[config.mk]
export PLATFORM = sky130hd
export DESIGN_NAME = kvst_cell
export DESIGN_NICKNAME = d
export VERILOG_FILES = /design/src/rtl/kvst_pkg.sv /design/src/rtl/kvst_cell.sv
export SDC_FILE = /design/constraint.sdc
export NUM_CORES = 1
export LEC_CHECK = 0
export BUFFER_PORTS_ARGS = -buffer_cell sky130_fd_sc_hd__buf_2
export CORE_AREA = 4 4 193 195
export CTS_CLUSTER_SIZE = 8
export DETAILED_ROUTE_END_ITERATION = 8
export DIE_AREA = 0 0 197 199
export GPL_TIMING_DRIVEN = 0
export PLACE_DENSITY = 0.61
export SETUP_SLACK_MARGIN = 0.1
export SYNTH_ARGS = -nofsm -noshare
export SYNTH_HDL_FRONTEND = slang
export SYNTH_SLANG_ARGS = --single-unit
[constraint.sdc]
create_clock -name clock -period 4 [get_ports clock]
set_input_delay 1 -clock clock [delete_from_list [all_inputs] [get_ports clock]]
set_output_delay 1 -clock clock [all_outputs]
set_load 0.03 [all_outputs]
[src/rtl/kvst_pkg.sv]
// ----------------------------------------------------------------------------
// kvst_pkg: shared types for the key/value slot table
// Request and status codes, the token that walks the cell chain, the
// commit bus that writes one slot, and the string cut helper.
// ----------------------------------------------------------------------------
package kvst_pkg;

   localparam int TEXT_W  = 56;   // packed string, seven bytes
   localparam int TEXT_B  = 7;
   localparam int IDX_W   = 8;    // enough for 256 slots
   localparam int CFG_W   = 5;
   localparam int CMP_W   = 9;    // slot index vs slot count compare
   localparam int SLOT_OUT_W = 4;
   localparam logic [CFG_W-1:0] CFG_RESET = 5'd16;

   typedef enum logic [1:0] {
      OP_SEARCH = 2'd0,
      OP_INSERT = 2'd1,
      OP_UPDATE = 2'd2,
      OP_DELETE = 2'd3
   } op_type;

   typedef enum logic [2:0] {
      ST_OK        = 3'd0,
      ST_NOT_FOUND = 3'd1,
      ST_EXISTS    = 3'd2,
      ST_FULL      = 3'd3,
      ST_INVALID   = 3'd4
   } status_type;

   typedef struct packed {
      logic              valid;
      op_type            op;
      logic [TEXT_W-1:0] key;
      logic [TEXT_W-1:0] req_value;
      logic              hit;
      logic [IDX_W-1:0]  hit_idx;
      logic [TEXT_W-1:0] hit_value;
      logic              free;
      logic [IDX_W-1:0]  free_idx;
   } token_type;

   typedef struct packed {
      logic              wr_key;
      logic              wr_val;
      logic [IDX_W-1:0]  idx;
      logic [TEXT_W-1:0] key;
      logic [TEXT_W-1:0] value;
   } commit_type;

   // Keep at most nbytes bytes, up to the first zero byte.
   function automatic logic [TEXT_W-1:0] canon(input logic [TEXT_W-1:0] s,
                                               input int unsigned nbytes);
      logic [TEXT_W-1:0] r;
      logic              stop;
      r    = '0;
      stop = 1'b0;
      for (int i = 0; i < TEXT_B; i++) begin
         if (i >= nbytes || s[8*i +: 8] == 8'd0) begin
            stop = 1'b1;
         end
         if (!stop) begin
            r[8*i +: 8] = s[8*i +: 8];
         end
      end
      return r;
   endfunction

endpackage

[src/rtl/kvst_cell.sv]
// ----------------------------------------------------------------------------
// kvst_cell: one slot of the table
// Holds one key and value. The search token passes through once a cycle;
// the cell marks the first key hit and the first free slot on it.
// ----------------------------------------------------------------------------
module kvst_cell #(
   parameter int INDEX   = 0,
   parameter int KEY_W   = 56,
   parameter int VALUE_W = 56
) (
   input  logic                                clock,
   input  logic                                reset,
   input  logic [kvst_pkg::CFG_W-1:0]          slots_in_use,
   input  kvst_pkg::token_type                 up_tok,
   output kvst_pkg::token_type                 dn_tok,
   input  kvst_pkg::commit_type                commit
);

   localparam int TW = kvst_pkg::TEXT_W;
   localparam int IW = kvst_pkg::IDX_W;
   localparam int CW = kvst_pkg::CMP_W;
   localparam logic [IW-1:0] SELF = IW'(INDEX);

   logic [KEY_W-1:0]    key_ff;
   logic [VALUE_W-1:0]  value_ff;
   kvst_pkg::token_type tok_ff;
   kvst_pkg::token_type tok_in;
   logic                in_use;
   logic                match;
   logic                empty;
   logic                sel;

   assign in_use = CW'(INDEX) < CW'(slots_in_use);
   assign match  = up_tok.valid && in_use && (TW'(key_ff) == up_tok.key);
   assign empty  = up_tok.valid && in_use && (key_ff == '0);
   assign sel    = commit.idx == SELF;

   always_comb begin
      tok_in = up_tok;
      if (match && !up_tok.hit) begin
         tok_in.hit       = 1'b1;
         tok_in.hit_idx   = SELF;
         tok_in.hit_value = TW'(value_ff);
      end
      if (empty && !up_tok.free) begin
         tok_in.free     = 1'b1;
         tok_in.free_idx = SELF;
      end
   end

   always_ff @(posedge clock) begin
      if (reset) begin
         tok_ff <= '0;
         key_ff <= '0;
      end else begin
         tok_ff <= tok_in;
         if (commit.wr_key && sel) begin
            key_ff <= commit.key[KEY_W-1:0];
         end
      end
   end

   always_ff @(posedge clock) begin
      if (commit.wr_val && sel) begin
         value_ff <= commit.value[VALUE_W-1:0];
      end
   end

   assign dn_tok = tok_ff;

endmodule
# Word level (Yosys, flattened, before mapping)
# Index checks and enable logic that the tools add are counted.
dict set report totals {
  regBits 301
  in_bits 318
  out_inout_bits 189
  elab_cells 28
}
dict set report classes {
  magnitude_cmp 1
  eq_ne 1
  mux 2
  reduce_logical 13
}
# operator count
set op_table {}
lappend op_table {{two-way mux 65 bit} 1}
lappend op_table {{== test 56 bit} 1}
lappend op_table {{logical NOT 56 bit} 1}
lappend op_table {{two-way mux 9 bit} 1}
lappend op_table {{logical NOT 8 bit} 1}
lappend op_table {{logical AND 1 bit} 7}
lappend op_table {{less-than comparator 1 x 5 -> 1 bit (first input constant)} 1}
lappend op_table {{OR reduction 2 bit} 2}
lappend op_table {{logical NOT 1 bit} 2}

# Depth between registers and ports, before layout
# Gate-level depths: netlist of run 1.
dict set report logic_depth {
  word_depth 5
  depth_mapped 7
  depth_no_buf 5
}

# Worst setup path before layout of run 1
# No wires, ideal clock.
dict set report synth_timing {
  kind {input to register}
  from {input port commit[117] (netlist bit)}
  to {register value_ff[0] (enable)}
  setup_time_ns 0.420
  arrival_time_ns 2.790
  required_ns 3.580
  path_slack_ns 0.790
  stages 2
  n_path_buf 0
  path_cell_list {nor4_1 and3_1}
}
dict set report synth_via {
  elab_chain_len 2
}
# item line_no
set synth_lines {}
lappend synth_lines {{start: declaration} kvst_cell.sv:16} ;# input kvst_pkg::commit_type commit
lappend synth_lines {{logical NOT 8 bit} kvst_cell.sv:36} ;# assign sel = commit.idx == SELF;
lappend synth_lines {{logical AND 1 bit} kvst_cell.sv:64} ;# if (commit.wr_val && sel) begin
lappend synth_lines {{end signal: assignment} kvst_cell.sv:65} ;# value_ff <= commit.value[VALUE_W-1:0];
lappend synth_lines {{end: declaration} kvst_cell.sv:25} ;# logic [VALUE_W-1:0] value_ff;
# No other way between the ends.
# A chain may end at the register's enable or synchronous reset.

# Final worst setup path of run 1
dict set report layout_timing {
  from {input port reset}
  to {register tok_ff, in the netlist dn_tok[71]}
}
dict set report layout_via {
  elab_chain_len 1
}
# item line_no
set layout_lines {}
lappend layout_lines {{start: declaration} kvst_cell.sv:12} ;# input logic reset,
lappend layout_lines {{OR reduction 2 bit (no source line)} n/a}
lappend layout_lines {{end signal: assignment} kvst_cell.sv:56} ;# tok_ff <= tok_in;
lappend layout_lines {{end: declaration} kvst_cell.sv:26} ;# kvst_pkg::token_type tok_ff;
# No other way between the ends.

==> summary.md, run 1 <==
| Metric | Value |
|---|---|
| Leak pwr | `6.588 nW` |
| Tmin final | `2.724 ns` |
| Avg WL per Cell | `19.13 um` |
| Worst vdd ir | `0.3796 mV` |
| Row count | `69` |
| Sw Share | `0.2432` |
| CP Capture Type | `flop` |
| Cts hold-fix bufs | `0` |
| #FFs+latches synth | `301` |
| GRT overflow | `0` |
| Critical path's most frequent cell | `clkbuf_1` |
| Compound-gate portion of the synthesized area | `0.02963` |
| Final setup viols | `0` |
| Footprint of the multi-input gates | `3632 um^2` |
| Worst Hold Path EP | `key_ff[37]` |
| Clock Latency Late Sink | `0.55 ns` |
| Critical path class | `primary input to flop` |
| Layout cells sized above 1 | `0.3783` |
| DPL Wire Length | `30010 um` |
| Worst slew pin tran | `1.051 ns` |
| Post-Synth XOR/XNOR Area | `0.04665` |
| Overall routing resource usage | `0.1819` |
| Sequential element share of the synthesized area | `0.6264` |
| Mapped Cells | `928` |
| Detailed Route WL | `37580 um` |
| Die area | `39200 um^2` |
| Hold Path Cell Cnt | `2` |
| Worst min path class | `flop to flop` |
| Synth warn | `0` |
| First-pass GRT wire length | `53600 um` |
| Clk root buf | `clkbuf_16` |
| Total Power | `7.237 mW` |
| Final Cycle Share | `0.6811` |
| P_int | `5.477 mW` |
| Worst endpoint required time | `4.39 ns` |
| Final Util | `0.4198` |
| Avg Synthesized Cell Area | `11.33 um^2` |
| Drt first-iter violations | `242` |
| H-tree levels | `2` |
| Clk pwr share | `0.458` |
| Post_cts resized | `0` |
| Crit path largest cell delay | `0.78 ns` |
| PortBufs | `505` |
| Crit path cell chain | `clkbuf_1, clkbuf_1, clkbuf_1, nor3b_1` |
| Flop-to-flop setup slack | `1.69 ns` |
| Routed vias | `8526` |
| Number of global-route vias before repair | `8838` |
| CP max FO | `10` |
| Die W | `197 um` |
| Mux cell area share after synthesis | `0.05331` |
| CTS tree | `built` |
| Power Density | `487.1 nW/um^2` |
| Fin. max-slew vios | `0` |
| Clock sinks | `301` |
| # fillers | `3482` |
| CTS Buf Count | `43` |
| CP startpoint kind | `primary input` |
| Vias/cell | `4.339` |
| R2r worst-path depth | `7` |
| Setup TNS | `0 ns` |
| Synth unique cells | `28` |
| Longest Clk Path Bufs | `3` |
| Fin. Hold Viols | `0` |
| 1st-pass router iterations | `4` |
| Initial Utilization | `0.2970` |
| Largest family of logic cells by synthesized area | `simple AND/OR/NAND/NOR gates` |
| Initial antenna violation count | `9` |
| Reported net switching power | `1.760 mW` |
| Synth Area in Adders | `0` |
| Synthesized area | `10510 um^2` |
| CP max-delay cell | `clkbuf_1` |
| Reg area | `6586 um^2` |
| GPL Wtd Cong | `0.8437` |
| Outcome | `completed` |
| Die height | `199 um` |
| Pin count of the biggest net entering global routing | `39` |
| Peak Freq | `0.3671 GHz` |
| Comb power frac | `0.097` |
| Postcts setup bufs | `0` |
| DRC errors left | `0` |
| Synth Area in Simple Gates | `0.2158` |
| Hold Startpoint | `key_ff[37]` |
| Post-detailed-route count of antenna-violating nets | `0` |
| R2r startpoint | `key_ff[42]` |
| Core area | `35400 um^2` |
| Nets | `1797` |
| Worst-path clk slew | `0.05 ns` |
| Relative slew slack | `0.2994` |
| Fin Hold WS | `0.4784 ns` |
| Synth-to-layout area growth | `41.33%` |
| Power share of the sequential group | `0.445` |
| Worst clock skew | `0.01540 ns` |
| Max_cap viols | `0` |
| RSZ-0062 raised after global routing | `no` |
| RR Endpoint | `dn_tok[65]` |
| I/O Pins | `507` |
| Crit path DAT | `3.11 ns` |
| Synth Net Count | `1246` |
worst max-delay path, delay by kind of cell:
kind                   cells  cell delay, ns
buffers and inverters      3            1.96
AND/OR/NAND/NOR            1            0.12
metrics by stage:
step | instance area (um^2) | cells | setup slack, ns
floorplan | 10510 | 928 | 0.7904
global placement | 13620 | 1894 | -0.2028
detailed placement | 13640 | 1895 | 0.5066
CTS | 14850 | 1960 | 1.075
global route | 14860 | 1964 | 1.056
finish | 14860 | 1965 | 1.276
cell families after synthesis:
family / count (synthesis)
AO/OA/AOI/OAI: 60
XOR/XNOR: 56
buffers and inverters: 52
flip-flops: 301
multiplexers: 56
AND/OR/NAND/NOR: 403
power groups by stage:
stage | logic, mW | registers [mW] | clock network, mW
finish | 0.704 | 3.22 | 3.31
global route | 0.755 | 3.23 | 3.54
CTS | 0.716 | 3.22 | 3.41
detailed placement | 0.712 | 3.28 | 0
global placement | 0.707 | 3.28 | 0
floorplan | 0.151 | 3.49 | 0
worst max path at each step:
| stage | startpoint | end | slack [ns] |
|---|---|---|---|
| global route | reset | dn_tok[70] | 1.06 |
| CTS | reset | dn_tok[71] | 1.08 |
| detailed placement | reset | dn_tok[71] | 0.51 |
| global placement | commit[116] | value_ff[15] | -0.20 |
| floorplan | commit[117] | value_ff[0] | 0.79 |
| finish | reset | dn_tok[71] | 1.28 |
routing by layer:
metal  GRT usage  routed length [um]  vias to the layer above
li1            -                   -                     4157
met1      0.2048               14240                     3907
met2      0.3195               18870                      382
met3     0.05759                3264                       72
met4     0.07524                1168                        8
met5           0                  43                        -
registers in the layout, indices dropped and copies added, names as in the netlist:
signal,count
key_ff,56
value_ff,56
dn_tok,189
layout by cell type, fill, tap and decap left out, drive strengths merged:
cell	n
nor2b	115
and3	2
nand2b	112
nand2	113
dfxtp	245
nor2	2
nand4	6
a21oi	57
nand4b	1
diode	5
xor2	56
buf	518
a41oi	1
clkinv	1
mux2i	56
o21ba	1
and2	8
clkbuf	102
inv	2
o21a	1
or4	1
nor3b	8
nand3	3
nor4	32
edfxtp	56
cells in the mapped netlist (all sizes together):
cell	count	area, um^2
nand4b	1	8.760
edfxtp	56	1682
nand4	6	37.54
nor3b	8	60.06
dfxtp	245	4905
inv	1	3.750
clkbuf	39	146.4
xor2	56	490.5
mux2i	56	560.5
nor2b	115	719.4
nand3	3	15.01
o21a	1	7.510
nor2	2	7.510
nor4	32	225.2
a41oi	1	8.760
buf	12	146.4
nand2b	112	700.7
and3	2	12.51
a21oi	57	285.3
or4	1	7.510
nand2	113	424.2
and2	8	50.05
o21ba	1	10.01
layout make-up:
cell class                      count  share of cell area
Multi-Input combinational cell    575              0.2444
Clock inverter                      2            0.001684
Sequential cell                   301              0.4432
Tap cell                          461             0.03882
Clock buffer                       63             0.07957
Timing Repair Buffer              506              0.1714
Buffer                             51             0.01970
Inverter                            1           0.0002526
Antenna cell                        5           0.0008420
Note: power is estimated with default switching activity, not from simulation.
==> run 2: changes to the inputs <==
ABC_AREA = 1   (was unset)
CORE_AREA = 4 4 195 197   (was 4 4 193 195)
DIE_AREA = 0 0 199 201   (was 0 0 197 199)
PLACE_DENSITY = 0.66   (was 0.61)
clock period = 2.4 ns   (was 4 ns; I/O delays follow)
==> run 2 against run 1 <==
  * Global-route usage grew 1.7 points
  * Utilization grew 1.8 points
  * Non-clock buffer count grew 7
==> summary.md, run 2 <==
| Metric | Value |
|---|---|
| Outcome | `completed` |
| Synth-to-layout area growth | `37.67%` |
| Tmin final | `2.212 ns` |
| Synth warn | `0` |
| Relative slew slack | `0.1292` |
| Dominant cell type by area after synthesis | `dfxtp_1` |
| DRC errors left | `0` |
| Die area | `40000 um^2` |
| Worst vdd ir | `0.5139 mV` |
| P_int | `9.037 mW` |
| Setup TNS | `0 ns` |
| Overall routing resource usage | `0.1984` |
| CTS Buf Count | `43` |
| Synth Net Count | `1816` |
| Post-detailed-route count of antenna-violating nets | `0` |
| Worst endpoint required time | `2.55 ns` |
| Number of global-route vias before repair | `11335` |
| Fin. Hold Viols | `0` |
| 1st-pass router iterations | `5` |
| Die height | `201 um` |
| Reported net switching power | `3.134 mW` |
| Final Cycle Share | `0.9215` |
| Synth unique cells | `22` |
| Top cells by area, synth | `dfxtp_1 43%, edfxtp_1 15%, inv_1 12%` |
| Non-filler cells in the finished layout | `2537` |
| Clk root buf | `clkbuf_16` |
| Commonest non-fill, non-tap cell in the layout | `buf_2` |
| CP startpoint kind | `primary input` |
| Clock sinks | `301` |
| Post-route worst setup slack | `0.1884 ns` |
| PortBufs | `505` |
| Detailed Route WL | `41000 um` |
| GPL Wtd Cong | `0.8978` |
| Max_cap viols | `0` |
| Commonest non-fill, non-tap cells in the layout | `511 x buf_2, 355 x inv_1, 295 x nand2_1, 267 x nor2_1, 245 x dfxtp_1` |
| Leak pwr | `8.764 nW` |
| Peak Freq | `0.4522 GHz` |
| DPL Wire Length | `33070 um` |
| Share of the synthesized area in the top cell type | `0.4250` |
| Worst slew pin tran | `1.306 ns` |
| Asr flop ratio synth | `0` |
| First-pass GRT wire length | `61160 um` |
| Critical path class | `primary input to flop` |
| Avg WL per Cell | `16.16 um` |
| EDFF count, synth | `56` |
| Nets | `2365` |
| Routed vias | `11077` |
| CP Capture Type | `flop` |
| Post-DP Area | `14650 um^2` |
| Sw Share | `0.2575` |
| Mapped Cells | `1498` |
| Top cell types by occurrence after synthesis | `355 x inv_1, 296 x nand2_1, 269 x nor2_1, 245 x dfxtp_1, 64 x nand4_1` |
| Power Density | `766.1 nW/um^2` |
| Initial Utilization | `0.3183` |
| H-tree levels | `2` |
| Postcts setup bufs | `0` |
| # fillers | `3728` |
| Pin count of the biggest net entering global routing | `57` |
| #FFs+latches synth | `301` |
| Die W | `199 um` |
| Design area | `15890 um^2` |
| Initial antenna violation count | `7` |
| Row count | `70` |
| GRT overflow | `0` |
| Fin. max-slew vios | `0` |
| Ys flop type | `dfxtp_1` |
| Clk pwr share | `0.451` |
| Worst clock skew | `0.03230 ns` |
| Sequential element share of the synthesized area | `0.5707` |
| Longest Clk Path Bufs | `3` |
| Crit path DAT | `2.36 ns` |
| Core area | `36260 um^2` |
| Synthesized area | `11540 um^2` |
| Drt first-iter violations | `527` |
| Post-place setup slack | `-0.5792 ns` |
| Placed cells | `2471` |
| Comb power frac | `0.108` |
| Avg Synthesized Cell Area | `7.703 um^2` |
| CP max FO | `56` |
| Power share of the sequential group | `0.442` |
| Largest register FFs | `189` |
| Clock Latency Late Sink | `0.57 ns` |
| Layout cells sized above 1 | `0.2825` |
| Worst-path clk slew | `0.05 ns` |
| Count leader, synth | `inv_1` |
| Vias/cell | `4.366` |
| RSZ-0062 raised after global routing | `yes` |
| CTS tree | `built` |
| Worst min path class | `primary input to flop` |
| Final setup viols | `0` |
| I/O Pins | `507` |
[run 2: cell count changes after synthesis, sizes merged, moves of 48 or more]
cell / before / now
nand4: 6 / 64
xor2: 56 / 8
nor2b: 115 / 0
o21ai: 0 / 56
mux2i: 56 / 0
nor2: 2 / 271
nand2: 113 / 296
nand2b: 112 / 0
inv: 1 / 361
[run 2: worst max-delay path: stages]
cell    delay [ns]
buf_2         0.10
nor4_1        0.46
and3_2        1.16
[run 2: path summary, 6_finish.rpt]
| kind | start | endpoint | slack (ns) | depth (start not counted) |
|---|---|---|---|---|
| setup / recovery | commit[113] | value_ff[49] | 0.19 | 3 |
| hold / removal | commit[19] | value_ff[19] | 0.21 | 1 |
| setup reg to reg | key_ff[44] | dn_tok[63] | 0.26 | 14 |
| hold reg to reg | key_ff[30] | key_ff[30] | 0.48 | 2 |
[run 2: per-layer routing]
layer / wire length, um / vias up / global-route usage
met5: 25 / - / 0
met4: 1183 / 4 / 0.06668
met3: 3771 / 79 / 0.06093
met2: 20070 / 479 / 0.3470
met1: 15950 / 4967 / 0.2297
li1: - / 5548 / -
[run 2: layout make-up]
cell class / count / area [um^2] / share of cell area
Buffer: 59 / 275.3 / 0.01733
Clock inverter: 4 / 57.56 / 0.003623
Tap cell: 468 / 585.6 / 0.03686
Inverter: 361 / 1355 / 0.08530
Multi-Input combinational cell: 776 / 3354 / 0.2112
Clock buffer: 58 / 1132 / 0.07128
Timing Repair Buffer: 505 / 2527 / 0.1591
Antenna cell: 5 / 12.51 / 0.0007876
Sequential cell: 301 / 6586 / 0.4146
[run 2: per-stage QoR]
step	hold WS, ns	power, mW	util
2_1_floorplan	0.4491	6.176	-
3_3_place_gp	0.4614	6.772	0.4041
3_5_place_dp	0.4709	6.786	0.4041
4_1_cts	0.1799	12.31	0.4369
5_1_grt	0.1880	12.65	0.4381
6_report	0.2118	12.17	0.4381
[run 2: logic make-up (layout without fill, tap and decap cells)]
logic type | after synthesis | count (layout) | share of synthesized area
AO/OA/AOI/OAI | 108 | 108 | 0.04684
XOR/XNOR | 14 | 14 | 0.01063
buffers and inverters | 421 | 987 | 0.1406
flip-flops | 301 | 301 | 0.5707
other | 0 | 5 | 0
AND/OR/NAND/NOR | 654 | 654 | 0.2312
[run 2: power groups by stage]
stage          clock network (mW)  registers (mW)  logic (mW)
2_1_floorplan                   0            5.82       0.353
4_1_cts                      5.62            5.37        1.32
6_report                     5.49            5.37        1.31
3_5_place_dp                    0            5.47        1.31
5_1_grt                      5.83            5.38        1.43
3_3_place_gp                    0            5.47        1.30
[run 2: repair_timing]
action | CTS | global route
gates resized for setup | 0 | 13
hold buffers | 0 | 0
endpoints found under the setup margin | 11 | 109
